`src/hw/rtl/adc_wc_pkg.sv`:
```
// ----------------------------------------------------------------------------
// adc_wc_pkg
// Shared types and constants of the ADC window comparator block.
// ----------------------------------------------------------------------------
package adc_wc_pkg;

	localparam int NUM_CH    = 4;
	localparam int CH_IDX_W  = 2;
	localparam int VOLT_W    = 16;
	localparam int CNT_W     = 12;
	localparam int STAT_W    = 2 * NUM_CH;
	localparam int REG_IDX_W = 3;
	localparam int CFG_W     = 2 * CNT_W;
	localparam int CLAMP_W   = 15;
	localparam int MUL_W     = 14;
	localparam int PROD_W    = CLAMP_W + MUL_W;

	// 1.8 V in units of 2^-14 V
	localparam logic [CLAMP_W-1:0] V_MAX_UNITS = 15'd29491;
	// 4095 / 1.8 scaled by 2^-14 and 2^16
	localparam logic [MUL_W-1:0]   CONV_MUL    = 14'd9100;
	// one half in the 2^16 fraction
	localparam logic [PROD_W-1:0]  CONV_ROUND  = 29'd32768;
	localparam logic [CNT_W-1:0]   COUNT_MAX   = 12'd4095;

	typedef enum logic [REG_IDX_W-1:0] {
		REG_WIN0   = 3'd0,
		REG_WIN1   = 3'd1,
		REG_WIN2   = 3'd2,
		REG_WIN3   = 3'd3,
		REG_IRQ_EN = 3'd4
	} reg_idx_t;

	typedef enum logic {
		KIND_SAMPLE = 1'b0,
		KIND_CLEAR  = 1'b1
	} kind_t;

	typedef struct packed {
		logic [NUM_CH-1:0][CNT_W-1:0] win_hi;
		logic [NUM_CH-1:0][CNT_W-1:0] win_lo;
		logic [STAT_W-1:0]            irq_en;
	} cfg_t;

	typedef struct packed {
		logic [STAT_W-1:0] live;
		logic [STAT_W-1:0] latched;
		logic [STAT_W-1:0] newly;
	} status_t;

endpackage

```
`src/hw/rtl/adc_wc_cfg.sv`:
```
// ----------------------------------------------------------------------------
// adc_wc_cfg
// Threshold and enable registers; flags a window write that clears the latch.
// ----------------------------------------------------------------------------
module adc_wc_cfg (
	input  logic                              clk,
	input  logic                              arst_n,
	input  logic                              cfg_we,
	input  logic [adc_wc_pkg::REG_IDX_W-1:0]  cfg_index,
	input  logic [adc_wc_pkg::CFG_W-1:0]      cfg_data,
	output adc_wc_pkg::cfg_t                  cfg,
	output logic                              win_clr
);
	import adc_wc_pkg::*;

	logic [NUM_CH-1:0][CNT_W-1:0] win_hi_q;
	logic [NUM_CH-1:0][CNT_W-1:0] win_lo_q;
	logic [STAT_W-1:0]            irq_en_q;
	logic [CNT_W-1:0]             wr_hi;
	logic [CNT_W-1:0]             wr_lo;
	logic                         win_sel;
	logic                         en_sel;

	assign wr_hi = cfg_data[CFG_W-1:CNT_W];
	assign wr_lo = cfg_data[CNT_W-1:0];

	always_comb begin
		win_sel = 1'b0;
		en_sel  = 1'b0;
		unique case (cfg_index)
			REG_WIN0, REG_WIN1, REG_WIN2, REG_WIN3: win_sel = 1'b1;
			REG_IRQ_EN:                             en_sel  = 1'b1;
			default: ;
		endcase
	end

	// drop inverted windows entirely
	assign win_clr = cfg_we && win_sel && (wr_hi >= wr_lo);

	always_ff @(posedge clk or negedge arst_n) begin
		if (!arst_n) begin
			win_hi_q <= '0;
			win_lo_q <= '0;
			irq_en_q <= '0;
		end else begin
			if (win_clr) begin
				win_hi_q[cfg_index[CH_IDX_W-1:0]] <= wr_hi;
				win_lo_q[cfg_index[CH_IDX_W-1:0]] <= wr_lo;
			end
			if (cfg_we && en_sel) begin
				irq_en_q <= cfg_data[STAT_W-1:0];
			end
		end
	end

	assign cfg.win_hi = win_hi_q;
	assign cfg.win_lo = win_lo_q;
	assign cfg.irq_en = irq_en_q;

endmodule

```
`src/hw/rtl/adc_wc_chan.sv`:
```
// ----------------------------------------------------------------------------
// adc_wc_chan
// One channel: clamp the pin voltage, scale to counts, compare with window.
// ----------------------------------------------------------------------------
module adc_wc_chan (
	input  logic signed [adc_wc_pkg::VOLT_W-1:0] voltage,
	input  logic [adc_wc_pkg::CNT_W-1:0]         win_hi,
	input  logic [adc_wc_pkg::CNT_W-1:0]         win_lo,
	output logic [adc_wc_pkg::CNT_W-1:0]         counts,
	output logic                                 below,
	output logic                                 above
);
	import adc_wc_pkg::*;

	logic [CLAMP_W-1:0] v_clamp;
	logic [PROD_W-1:0]  prod;
	logic [PROD_W-1:0]  rounded;
	logic [PROD_W-17:0] scaled;

	always_comb begin
		priority if (voltage[VOLT_W-1]) begin
			v_clamp = '0;
		end else if (voltage[VOLT_W-2:0] > V_MAX_UNITS) begin
			v_clamp = V_MAX_UNITS;
		end else begin
			v_clamp = voltage[VOLT_W-2:0];
		end
	end

	assign prod    = PROD_W'(v_clamp) * PROD_W'(CONV_MUL);
	assign rounded = prod + CONV_ROUND;
	assign scaled  = rounded[PROD_W-1:16];
	assign counts  = (scaled > (PROD_W-16)'(COUNT_MAX)) ? COUNT_MAX : scaled[CNT_W-1:0];

	assign below = counts < win_lo;
	assign above = counts > win_hi;

endmodule

```
`src/hw/rtl/adc_wc_status.sv`:
```
// ----------------------------------------------------------------------------
// adc_wc_status
// Live comparator status and the sticky interrupt latch.
// ----------------------------------------------------------------------------
module adc_wc_status (
	input  logic                              clk,
	input  logic                              arst_n,
	input  logic                              step,
	input  logic                              clear_item,
	input  logic                              win_clr,
	input  logic [adc_wc_pkg::STAT_W-1:0]     live_in,
	input  logic [adc_wc_pkg::STAT_W-1:0]     irq_en,
	output adc_wc_pkg::status_t               res
);
	import adc_wc_pkg::*;

	logic [STAT_W-1:0] live_q;
	logic [STAT_W-1:0] sticky_q;

	always_comb begin
		if (clear_item) begin
			res.live    = live_q;
			res.latched = '0;
			res.newly   = '0;
		end else begin
			res.live    = live_in;
			res.latched = sticky_q | (live_in & irq_en);
			res.newly   = res.latched & ~sticky_q;
		end
	end

	always_ff @(posedge clk or negedge arst_n) begin
		if (!arst_n) begin
			live_q   <= '0;
			sticky_q <= '0;
		end else if (win_clr) begin
			sticky_q <= '0;
		end else if (step) begin
			sticky_q <= res.latched;
			live_q   <= res.live;
		end
	end

	as_win_clr_empties: assert property (@(posedge clk) disable iff (!arst_n)
		win_clr |=> sticky_q == '0)
		else $error("latch not cleared by window write");

	as_clear_item_empties: assert property (@(posedge clk) disable iff (!arst_n)
		step && clear_item && !win_clr |=> sticky_q == '0)
		else $error("latch not cleared by clear item");

	as_live_held_on_clear: assert property (@(posedge clk) disable iff (!arst_n)
		step && clear_item && !win_clr |=> $stable(live_q))
		else $error("live status changed on clear item");

endmodule

```
`src/hw/rtl/adc_window_comparator_irq.sv`:
```
// ----------------------------------------------------------------------------
// adc_window_comparator_irq
// Four-channel ADC conversion with window comparators and sticky interrupt.
// ----------------------------------------------------------------------------
// Each accepted word is either a sample (kind 0) carrying four signed pin
// voltages in units of 2^-14 V, or a clear (kind 1) that empties the latched
// interrupt status. A sample is clamped to 0..1.8 V, scaled to 12-bit counts
// with rounding, compared against each channel's low/high window, and the
// enabled comparator bits are ORed into the sticky latch; the channel 0
// fault outputs pulse on a newly latched bit. Every word yields exactly one
// result word. The block takes one word per clock while out_stall stays low:
// a word is captured in the input register, the conversion, compare and
// latch update run in one pass of logic, and the result register holds the
// answer, so out_valid rises when the word moves from the input register
// into the result register, and the throughput is one word per cycle while
// out_stall stays low. in_stall rises only when a word waits in the input
// register and the result register is still held by out_stall.
// Write configuration only while idle; a valid window write (high >= low)
// also clears the latch, an inverted window write is ignored, and an
// irq_enable write leaves the latch alone.
// ----------------------------------------------------------------------------
module adc_window_comparator_irq (
	input  logic                                clk,
	input  logic                                arst_n,
	// configuration write port
	input  logic                                cfg_we,
	input  logic [adc_wc_pkg::REG_IDX_W-1:0]    cfg_index,
	input  logic [adc_wc_pkg::CFG_W-1:0]        cfg_data,
	// input words
	input  logic                                in_valid,
	output logic                                in_stall,
	input  logic                                kind,
	input  logic signed [adc_wc_pkg::VOLT_W-1:0] ch0_voltage,
	input  logic signed [adc_wc_pkg::VOLT_W-1:0] ch1_voltage,
	input  logic signed [adc_wc_pkg::VOLT_W-1:0] ch2_voltage,
	input  logic signed [adc_wc_pkg::VOLT_W-1:0] ch3_voltage,
	// result words
	output logic                                out_valid,
	input  logic                                out_stall,
	output logic [adc_wc_pkg::CNT_W-1:0]        ch0_counts,
	output logic [adc_wc_pkg::CNT_W-1:0]        ch1_counts,
	output logic [adc_wc_pkg::CNT_W-1:0]        ch2_counts,
	output logic [adc_wc_pkg::CNT_W-1:0]        ch3_counts,
	output logic [adc_wc_pkg::STAT_W-1:0]       live_window_status,
	output logic [adc_wc_pkg::STAT_W-1:0]       latched_irq_status,
	output logic                                overvoltage_fault,
	output logic                                undervoltage_fault
);
	import adc_wc_pkg::*;

	cfg_t                                cfg;
	logic                                win_clr;
	status_t                             stat;

	// input register
	logic                                valid_s1;
	logic                                kind_s1;
	logic signed [NUM_CH-1:0][VOLT_W-1:0] volt_s1;

	// result register
	logic                                valid_s2;
	logic [NUM_CH-1:0][CNT_W-1:0]        counts_s2;
	logic [STAT_W-1:0]                   live_s2;
	logic [STAT_W-1:0]                   latched_s2;
	logic                                ov_s2;
	logic                                uv_s2;

	logic [NUM_CH-1:0][CNT_W-1:0]        counts_c;
	logic [NUM_CH-1:0]                   below_c;
	logic [NUM_CH-1:0]                   above_c;
	logic                                clear_s1;
	logic                                adv_s1;
	logic                                in_take;

	assign clear_s1 = (kind_s1 == KIND_CLEAR);

	// advance stage 1 when the result register is free or being drained
	assign adv_s1   = valid_s1 && (!valid_s2 || !out_stall);
	assign in_stall = valid_s1 && !adv_s1;
	assign in_take  = in_valid && !in_stall;

	adc_wc_cfg u_cfg (
		.clk       (clk),
		.arst_n    (arst_n),
		.cfg_we    (cfg_we),
		.cfg_index (cfg_index),
		.cfg_data  (cfg_data),
		.cfg       (cfg),
		.win_clr   (win_clr)
	);

	for (genvar g = 0; g < NUM_CH; g++) begin : g_chan
		adc_wc_chan u_chan (
			.voltage (volt_s1[g]),
			.win_hi  (cfg.win_hi[g]),
			.win_lo  (cfg.win_lo[g]),
			.counts  (counts_c[g]),
			.below   (below_c[g]),
			.above   (above_c[g])
		);
	end

	adc_wc_status u_status (
		.clk        (clk),
		.arst_n     (arst_n),
		.step       (adv_s1),
		.clear_item (clear_s1),
		.win_clr    (win_clr),
		.live_in    ({above_c, below_c}),
		.irq_en     (cfg.irq_en),
		.res        (stat)
	);

	// control: valid bits of both stages
	always_ff @(posedge clk or negedge arst_n) begin
		if (!arst_n) begin
			valid_s1 <= 1'b0;
			valid_s2 <= 1'b0;
		end else begin
			if (in_take) begin
				valid_s1 <= 1'b1;
			end else if (adv_s1) begin
				valid_s1 <= 1'b0;
			end
			if (adv_s1) begin
				valid_s2 <= 1'b1;
			end else if (!out_stall) begin
				valid_s2 <= 1'b0;
			end
		end
	end

	// payload: capture input word
	always_ff @(posedge clk) begin
		if (in_take) begin
			kind_s1    <= kind;
			volt_s1[0] <= ch0_voltage;
			volt_s1[1] <= ch1_voltage;
			volt_s1[2] <= ch2_voltage;
			volt_s1[3] <= ch3_voltage;
		end
	end

	// payload: capture result word; clear words report zero counts
	always_ff @(posedge clk) begin
		if (adv_s1) begin
			counts_s2  <= clear_s1 ? '0 : counts_c;
			live_s2    <= stat.live;
			latched_s2 <= stat.latched;
			ov_s2      <= stat.newly[NUM_CH];
			uv_s2      <= stat.newly[0];
		end
	end

	assign out_valid          = valid_s2;
	assign ch0_counts         = counts_s2[0];
	assign ch1_counts         = counts_s2[1];
	assign ch2_counts         = counts_s2[2];
	assign ch3_counts         = counts_s2[3];
	assign live_window_status = live_s2;
	assign latched_irq_status = latched_s2;
	assign overvoltage_fault  = ov_s2;
	assign undervoltage_fault = uv_s2;

	as_stall_needs_word: assert property (@(posedge clk) disable iff (!arst_n)
		in_stall |-> valid_s1 && valid_s2)
		else $error("input stalled with nothing waiting");

	as_fault_latched: assert property (@(posedge clk) disable iff (!arst_n)
		out_valid && (overvoltage_fault || undervoltage_fault) |->
		(!overvoltage_fault || latched_irq_status[NUM_CH]) &&
		(!undervoltage_fault || latched_irq_status[0]))
		else $error("fault pulse without latched bit");

	as_window_exclusive: assert property (@(posedge clk) disable iff (!arst_n)
		out_valid |-> (live_window_status[NUM_CH-1:0] &
			live_window_status[STAT_W-1:NUM_CH]) == '0)
		else $error("channel both below and above window");

	as_clear_result: assert property (@(posedge clk) disable iff (!arst_n)
		adv_s1 && clear_s1 |=> latched_irq_status == '0 && ch0_counts == '0)
		else $error("clear word result not zero");

endmodule
```
`config.mk`:
```
export PLATFORM = sky130hd
export DESIGN_NAME = adc_window_comparator_irq
export DESIGN_NICKNAME = d
export VERILOG_FILES = /design/src/hw/rtl/adc_wc_pkg.sv /design/src/hw/rtl/adc_wc_cfg.sv /design/src/hw/rtl/adc_wc_chan.sv /design/src/hw/rtl/adc_wc_status.sv /design/src/hw/rtl/adc_window_comparator_irq.sv
export SDC_FILE = /design/constraint.sdc
export NUM_CORES = 1
export LEC_CHECK = 0
export BUFFER_PORTS_ARGS = -buffer_cell sky130_fd_sc_hd__buf_4
export CORE_ASPECT_RATIO = 0.5
export CORE_MARGIN = 2
export CORE_UTILIZATION = 55
export DETAILED_ROUTE_END_ITERATION = 12
export HOLD_SLACK_MARGIN = 0.08
export PLACE_DENSITY = 0.72
export SYNTH_ARGS = -nofsm -noshare
export SYNTH_HDL_FRONTEND = slang
export SYNTH_SLANG_ARGS = --single-unit
```
`constraint.sdc`:
```
create_clock -name clk -period 11.2 [get_ports clk]
set_clock_uncertainty 0.2 [all_clocks]
set_input_delay 2.24 -clock clk [delete_from_list [all_inputs] [get_ports clk]]
set_output_delay 2.24 -clock clk [all_outputs]
set_load 0.02 [all_outputs]
```
==> results of run 1 <==
[path summary, 6_finish.rpt]
| kind | startpoint | to | slack, ns |
|---|---|---|---|
| min in group asynchronous | arst_n | valid_s1 | 1.53 |
| max reg2reg | volt_s1[2] | latched_irq_status[0] | 1.04 |
| max in group asynchronous | arst_n | u_cfg.cfg[31] | 7.91 |
| min reg2reg | u_cfg.cfg[78] | u_cfg.cfg[78] | 0.29 |
| min | u_cfg.cfg[78] | u_cfg.cfg[78] | 0.29 |
| max | volt_s1[2] | latched_irq_status[0] | 1.04 |
[layout make-up]
class	count	area (um2)
repair buffers	173	1299
inverters	400	1501
clock buffers	38	799.5
flip-flops and latches	253	6987
fillers	3748	17270
clock inverters	10	91.34
well taps	598	748.2
multi-input cells	1801	16450
[metal layers]
metal  GRT usage  part of all wire  vias to the layer above
met3     0.03406             0.042                       98
met5           0                 0                        -
met1      0.3336              0.45                     8834
met4     0.06396             0.027                        0
li1            -                 -                     9002
met2      0.4297              0.48                      393
[cells in the mapped netlist, types with 6 or more instances]
master,number
o211a_1,8
a311oi_1,7
o211ai_1,15
a21o_1,54
fa_1,168
and2_1,38
and3_1,20
nand3_1,46
a31oi_1,9
o31ai_1,8
or3_1,7
a211oi_1,13
a2111oi_0,6
edfxtp_1,131
o21a_1,12
dfrtp_1,122
nand4_1,34
nor3b_1,6
mux2_2,61
and4_1,7
mux2i_1,52
nand2b_1,22
clkbuf_1,44
xor2_1,33
nor4_1,12
nand2_1,158
a21oi_1,142
xnor2_1,45
inv_1,400
nor2b_1,33
nor3_1,39
o22ai_1,9
o21ai_0,67
nor2_1,138
ha_1,441
[state kept, by name, indices dropped and copies added, names as in the netlist]
name and flops:
ch3_counts 12, overvoltage_fault 1, u_status.live_q 8, ch2_counts 12, live_window_status 8, u_status.sticky_q 8
latched_irq_status 8, out_valid 1, u_cfg.irq_en_q 8, undervoltage_fault 1, ch1_counts 12, volt_s1 64
ch0_counts 12, clear_s1 1, valid_s1 1, u_cfg.cfg 96
[power by group through the flow]
stage	Clock [mW]	Combinational, mW	Sequential, mW
final	0.919	4.52	1.34
after global routing	0.975	5.09	1.37
after CTS	0.937	4.50	1.34
after detailed placement	0	4.46	1.36
after global placement	0	4.33	1.35
after floorplan	0	3.23	1.42
[logic make-up after synthesis]
family	Yosys count
adders and majority gates	609
muxes	115
AOI/OAI and AO/OA	416
buffers and inverters	451
DFF	253
and+or+nand+nor	582
xor gates and xnor gates	79
[per-stage QoR]
step                      hold WS [ns]  total power [mW]  cells  setup WS (ns)  cell area [um2]
after floorplan                 0.2492             4.656   2505          2.166            25120
after detailed placement        0.2751             5.815   3225          1.150            26980
after global placement          0.2668             5.686   3225          1.228            26980
after global routing            0.3092             7.430   3273        0.06901            27870
final                           0.2879             6.782   3273          1.043            27870
after CTS                       0.2907             6.779   3273          1.072            27870
==> summary.md, run 1 <==
| Metric | Value |
|---|---|
| Area growth, synth to finish | 10.95% |
| Startpoint types | flop |
| Worst setup EP type | flop |
| Pleak | 14.27 nW |
| Most common cell after layout, fill and taps aside | ha_1 |
| Peak supply drop | 169.2 uV |
| Layout cells sized above 1 | 0.1118 |
| Starting Density | 0.5565 |
| CP max stage cell | fa_1 |
| Slew Viols, Final | 0 |
| Tightest Pin Transition | 1.157 ns |
| Power Density | 243.3 mW/mm2 |
| Largest family of logic cells by synthesized area | adder cells |
| Xor/xnor share of the synthesized area | 0.02784 |
| Post-route ant nets | 0 |
| WP buf/inv | 5 |
| Largest cells by area after synthesis | ha_1 (22%), edfxtp_1 (16%), fa_1 (13%) |
| Postcts setup bufs | 0 |
| Leading cell types in the layout, fill and taps excluded | ha_1 (441), inv_1 (400), buf_4 (173) |
| GRT Overall Usage | 0.2493 |
| Die area | 0.04750 mm2 |
| IO Pins | 165 |
| Worst EP required | 11.40 ns |
| Yosys warns | 0 |
| Synth Area in Compound Gates | 0.1091 |
| Clock power frac | 0.136 |
| Vias in the first global route | 18,904 |
| Gr ovfl total | 0 |
| Worst R2R Path Depth | 37 |
| Logic pwr share | 0.667 |
| Die height | 155.1 um |
| First-pass GRT wire length | 95,730 um |
| Yosys cell types | 84 |
| Tcrit/Tclk final | 0.9069 |
| WL/cell | 17.63 um |
| Worst-Skew Late Latency | 0.57 ns |
| Number of antenna diodes | 0 |
| Seq/Total Area, Yosys | 0.2781 |
| CP Class | flop to flop |
| Core Region | 0.04514 mm2 |
| Cell internal pwr | 3.602 mW |
| Hold depth | 1 |
| Final hold vios | 0 |
| Initial drt markers | 1,113 |
| Switching portion of total power | 0.4689 |
| Nets | 3,361 |
| H-Tree Depth | 1 |
| CP max FO | 24 |
| Net Count, Synth | 3,211 |
| CTS tree | done |
| # hold bufs at CTS | 0 |
| Row cnt | 55 |
| Root buf cell | clkbuf_16 |
| Worst hold path type | flop to flop |
| Post-Synth Adder-Cell Area | 0.3535 |
| Syn Area/Cell | 10.03 um2 |
| CTS clk-pin slew, worst paths | 0.07 ns |
| Setup TNS Final | 0 ns |
| Minimum clock period | 10.16 ns |
| Post-synth top area cell | ha_1 |
| Reg power frac | 0.198 |
| Mux contribution to synthesized area | 0.04896 |
| Async S/R FF share, synth | 0.4822 |
| Vias after detailed routing | 18,327 |
| Area share of the largest cell type after synthesis | 0.2196 |
| Largest delay share family, worst path | compound AO/OA/AOI/OAI gates |
| Buffers on Ports | 164 |
| CTS buffer count | 26 |
| Drt pass-1 iters | 5 |
| Total wire length | 57,690 um |
| Crit path depth | 37 |
| Top FF cell, synth | edfxtp_1 |
| Clock Sinks | 253 |
| Status | finished clean |
| Worst EP arrival | 10.36 ns |
| Die outline width | 306.2 um |
| # DRC | 0 |
| Yosys reg bits | 253 |
| Largest net degree at the start of global routing | 75 |
| Number of synthesized flops with an enable pin | 131 |
| CP max stage delay | 0.57 ns |
| Clock buffer depth | 3 |
| Slew headroom | 0.2268 |
| Max Cap Viol | 0 |
| Post_cts resized | 0 |
| Synth Cell Area | 0.02512 mm2 |
| Setup repair after global routing missed its margin | false |
| Post-Synth Simple-Gate Area | 0.1147 |
| Mapped Cells | 2,505 |
| Final setup viols | 0 |
| Antenna violations before repair | 0 |
| Max Clk Rate | 0.09846 GHz |
| Via/cell ratio | 5.599 |
| Post-layout util | 0.6174 |
| P_sw | 3.180 mW |
| HPWL Detailed | 46,190 um |
| GP Congestion | 0.9286 |
(Power assumes the default switching activity.)
==> inputs of run 2 (changes only) <==
--- a/config.mk
+++ b/config.mk
@@ -9,9 +9,11 @@
 export CORE_ASPECT_RATIO = 0.5
 export CORE_MARGIN = 2
 export CORE_UTILIZATION = 55
+export CTS_CLUSTER_DIAMETER = 200
 export DETAILED_ROUTE_END_ITERATION = 12
 export HOLD_SLACK_MARGIN = 0.08
 export PLACE_DENSITY = 0.72
+export REMOVE_ABC_BUFFERS = 1
 export SYNTH_ARGS = -nofsm -noshare
 export SYNTH_HDL_FRONTEND = slang
 export SYNTH_SLANG_ARGS = --single-unit
==> constraint.sdc (replaced) <==
create_clock -name clk -period 11.2 [get_ports clk]
set_clock_uncertainty 0.2 [all_clocks]
set_input_delay 0.56 -clock clk [delete_from_list [all_inputs] [get_ports clk]]
set_output_delay 0.56 -clock clk [all_outputs]
set_load 0.02 [all_outputs]
==> run 2 against run 1 <==
Power decreased by 2.1%. Final cell count up 2.2%. Register-to-register slack gained 0.17 ns. Largest cell class unchanged. Highest routed layer unchanged.
==> summary.md, run 2 (synthesized netlist as in run 1, its figures left out) <==
| Metric | Value |
|---|---|
| Status | finished clean |
| CP max stage delay | 0.57 ns |
| Buffers on Ports | 164 |
| Power Density | 232.9 mW/mm2 |
| Die area | 0.04750 mm2 |
| Vias after detailed routing | 18,334 |
| Max Clk Rate | 0.1002 GHz |
| CTS buffer count | 25 |
| IO Pins | 165 |
| Startpoint types | flop |
| Antenna violations before repair | 0 |
| WP buf/inv | 5 |
| H-Tree Depth | 1 |
| Root buf cell | clkbuf_16 |
| Pre-CTS setup slack | 1.333 ns |
| P_sw | 3.098 mW |
| First-pass GRT wire length | 95,320 um |
| CP Class | flop to flop |
| M3 GR Usage | 0.02847 |
| Setup TNS Final | 0 ns |
| Largest net degree at the start of global routing | 75 |
| Initial drt markers | 935 |
| Final setup viols | 0 |
| HPWL Detailed | 45,440 um |
| Nets | 3,435 |
| Die height | 155.1 um |
| Switching portion of total power | 0.4664 |
| Final Worst Setup Slack | 1.216 ns |
| Met2 Resource Use GR | 0.4383 |
| Slew headroom | 0.1879 |
| Starting Density | 0.5565 |
| Cell internal pwr | 3.544 mW |
| Busiest grt layer | met2 |
| Worst EP arrival | 10.23 ns |
| Post_cts resized | 0 |
| Drt pass-1 iters | 5 |
| Met1 Use GR | 0.3298 |
| CP max FO | 24 |
| Via/cell ratio | 5.479 |
| Worst EP required | 11.45 ns |
| Tightest Pin Transition | 1.215 ns |
| Pleak | 14.53 nW |
| CTS clk-pin slew, worst paths | 0.07 ns |
| Worst hold path type | input pin to flop |
| Total wire length | 57,400 um |
| Fill cell count | 3,686 |
| Layout cells sized above 1 | 0.1074 |
| Max Cap Viol | 0 |
| Largest delay share family, worst path | compound AO/OA/AOI/OAI gates |
| # DRC | 0 |
| Leading cell types in the layout, fill and taps excluded | ha_1 (441), inv_1 (400), buf_4 (173) |
| Gr ovfl total | 0 |
| GP Congestion | 0.9264 |
| Clock buffer depth | 3 |
| WL/cell | 17.15 um |
| Worst-Skew Late Latency | 0.54 ns |
| Die outline width | 306.2 um |
| Post-route ant nets | 0 |
| Row cnt | 55 |
| Max reg flops | 96 |
| Final hold vios | 0 |
| Area growth, synth to finish | 13.54% |
| Minimum clock period | 9.984 ns |
| Logic pwr share | 0.671 |
| Worst setup EP type | flop |
| Reg power frac | 0.202 |
| Setup repair after global routing missed its margin | false |
| Most common cell after layout, fill and taps aside | ha_1 |
| Core Region | 0.04514 mm2 |
| CP max stage cell | a2111oi_0 |
| Clock Sinks | 253 |
| GRT Overall Usage | 0.2481 |
| Clock power frac | 0.127 |
| Vias in the first global route | 19,066 |
| CTS tree | done |
| Peak supply drop | 136.3 uV |
| Tcrit/Tclk final | 0.8915 |
| Slew Viols, Final | 0 |
[run 2: changes by cell type in the layout (fill, tap and decap cells not counted)]
cell / change
clkbuf_16: -4
clkinv_4: -1
clkinvlp_4: +1
dlygate4sd3_1: +75
clkinv_1: +1
inv_8: -1
diode_2: +1
clkinv_2: +1
[run 2: worst register-to-register path: cells and delay by family, from the launching register on]
family	cells	cell delay (ns)
buffers and inverters	5	0.49
flip-flops	1	0.39
AND/OR/NAND/NOR	8	1.63
adder cells (fa/ha/maj)	7	2.83
AO/OA/AOI/OAI	17	4.36
[run 2: final cells by class]
cell class,instances,area [um2],area share
Timing Repair Buffer,248,2049,0.07185
Sequential cell,253,6987,0.2450
Multi-Input combinational cell,1801,16450,0.5766
Tap cell,598,748.2,0.02623
Inverter,400,1501,0.05264
Clock buffer,34,699.4,0.02452
Clock inverter,11,87.58,0.003071
Antenna cell,1,2.502,0.00008773
[run 2: power groups by stage]
stage,Combinational [mW],Clock (mW),Sequential [mW]
floorplan,3.22,0,1.43
global placement,4.31,0,1.36
detailed placement,4.40,0,1.36
CTS,4.46,0.860,1.34
global route,5.08,0.897,1.37
finish,4.46,0.841,1.34
[run 2: worst paths after layout]
check	slack (ns)	to	startpoint	depth (start not counted)
setup / recovery	1.22	u_status.sticky_q[0]	volt_s1[3]	37
hold / removal	0.13	u_cfg.cfg[87]	cfg_data[19]	2
setup reg to reg	1.22	u_status.sticky_q[0]	volt_s1[3]	37
hold reg to reg	0.30	u_cfg.cfg[78]	u_cfg.cfg[78]	1
max in group asynchronous	9.03	u_cfg.cfg[86]	arst_n	3
min in group asynchronous	0.52	out_valid	arst_n	2
[run 2: metrics by stage]
| step | util | cells | hold slack [ns] | total power, mW | instance area [um2] |
|---|---|---|---|---|---|
| 2_1_floorplan | - | 2454 | 0.06441 | 4.649 | 24920 |
| 3_3_place_gp | 0.5977 | 3225 | 0.2693 | 5.667 | 26980 |
| 3_5_place_dp | 0.5977 | 3225 | 0.2797 | 5.759 | 26980 |
| 4_1_cts | 0.6318 | 3345 | 0.09580 | 6.665 | 28520 |
| 5_1_grt | 0.6318 | 3345 | 0.09409 | 7.345 | 28520 |
| 6_report | 0.6318 | 3346 | 0.1326 | 6.642 | 28520 |
[run 2: repair_timing]
| item | 4_1_cts | 5_1_grt |
|---|---|---|
| hold buffers | 75 | 0 |
| hold endpoints to repair | 145 | 0 |
| setup buffers | 0 | 0 |
[run 2: metal layers]
| layer | wire (um) | share of wire |
|---|---|---|
| met5 | 0 | 0 |
| met4 | 1268 | 0.022 |
| met3 | 2078 | 0.036 |
| met2 | 28030 | 0.49 |
| met1 | 26020 | 0.45 |
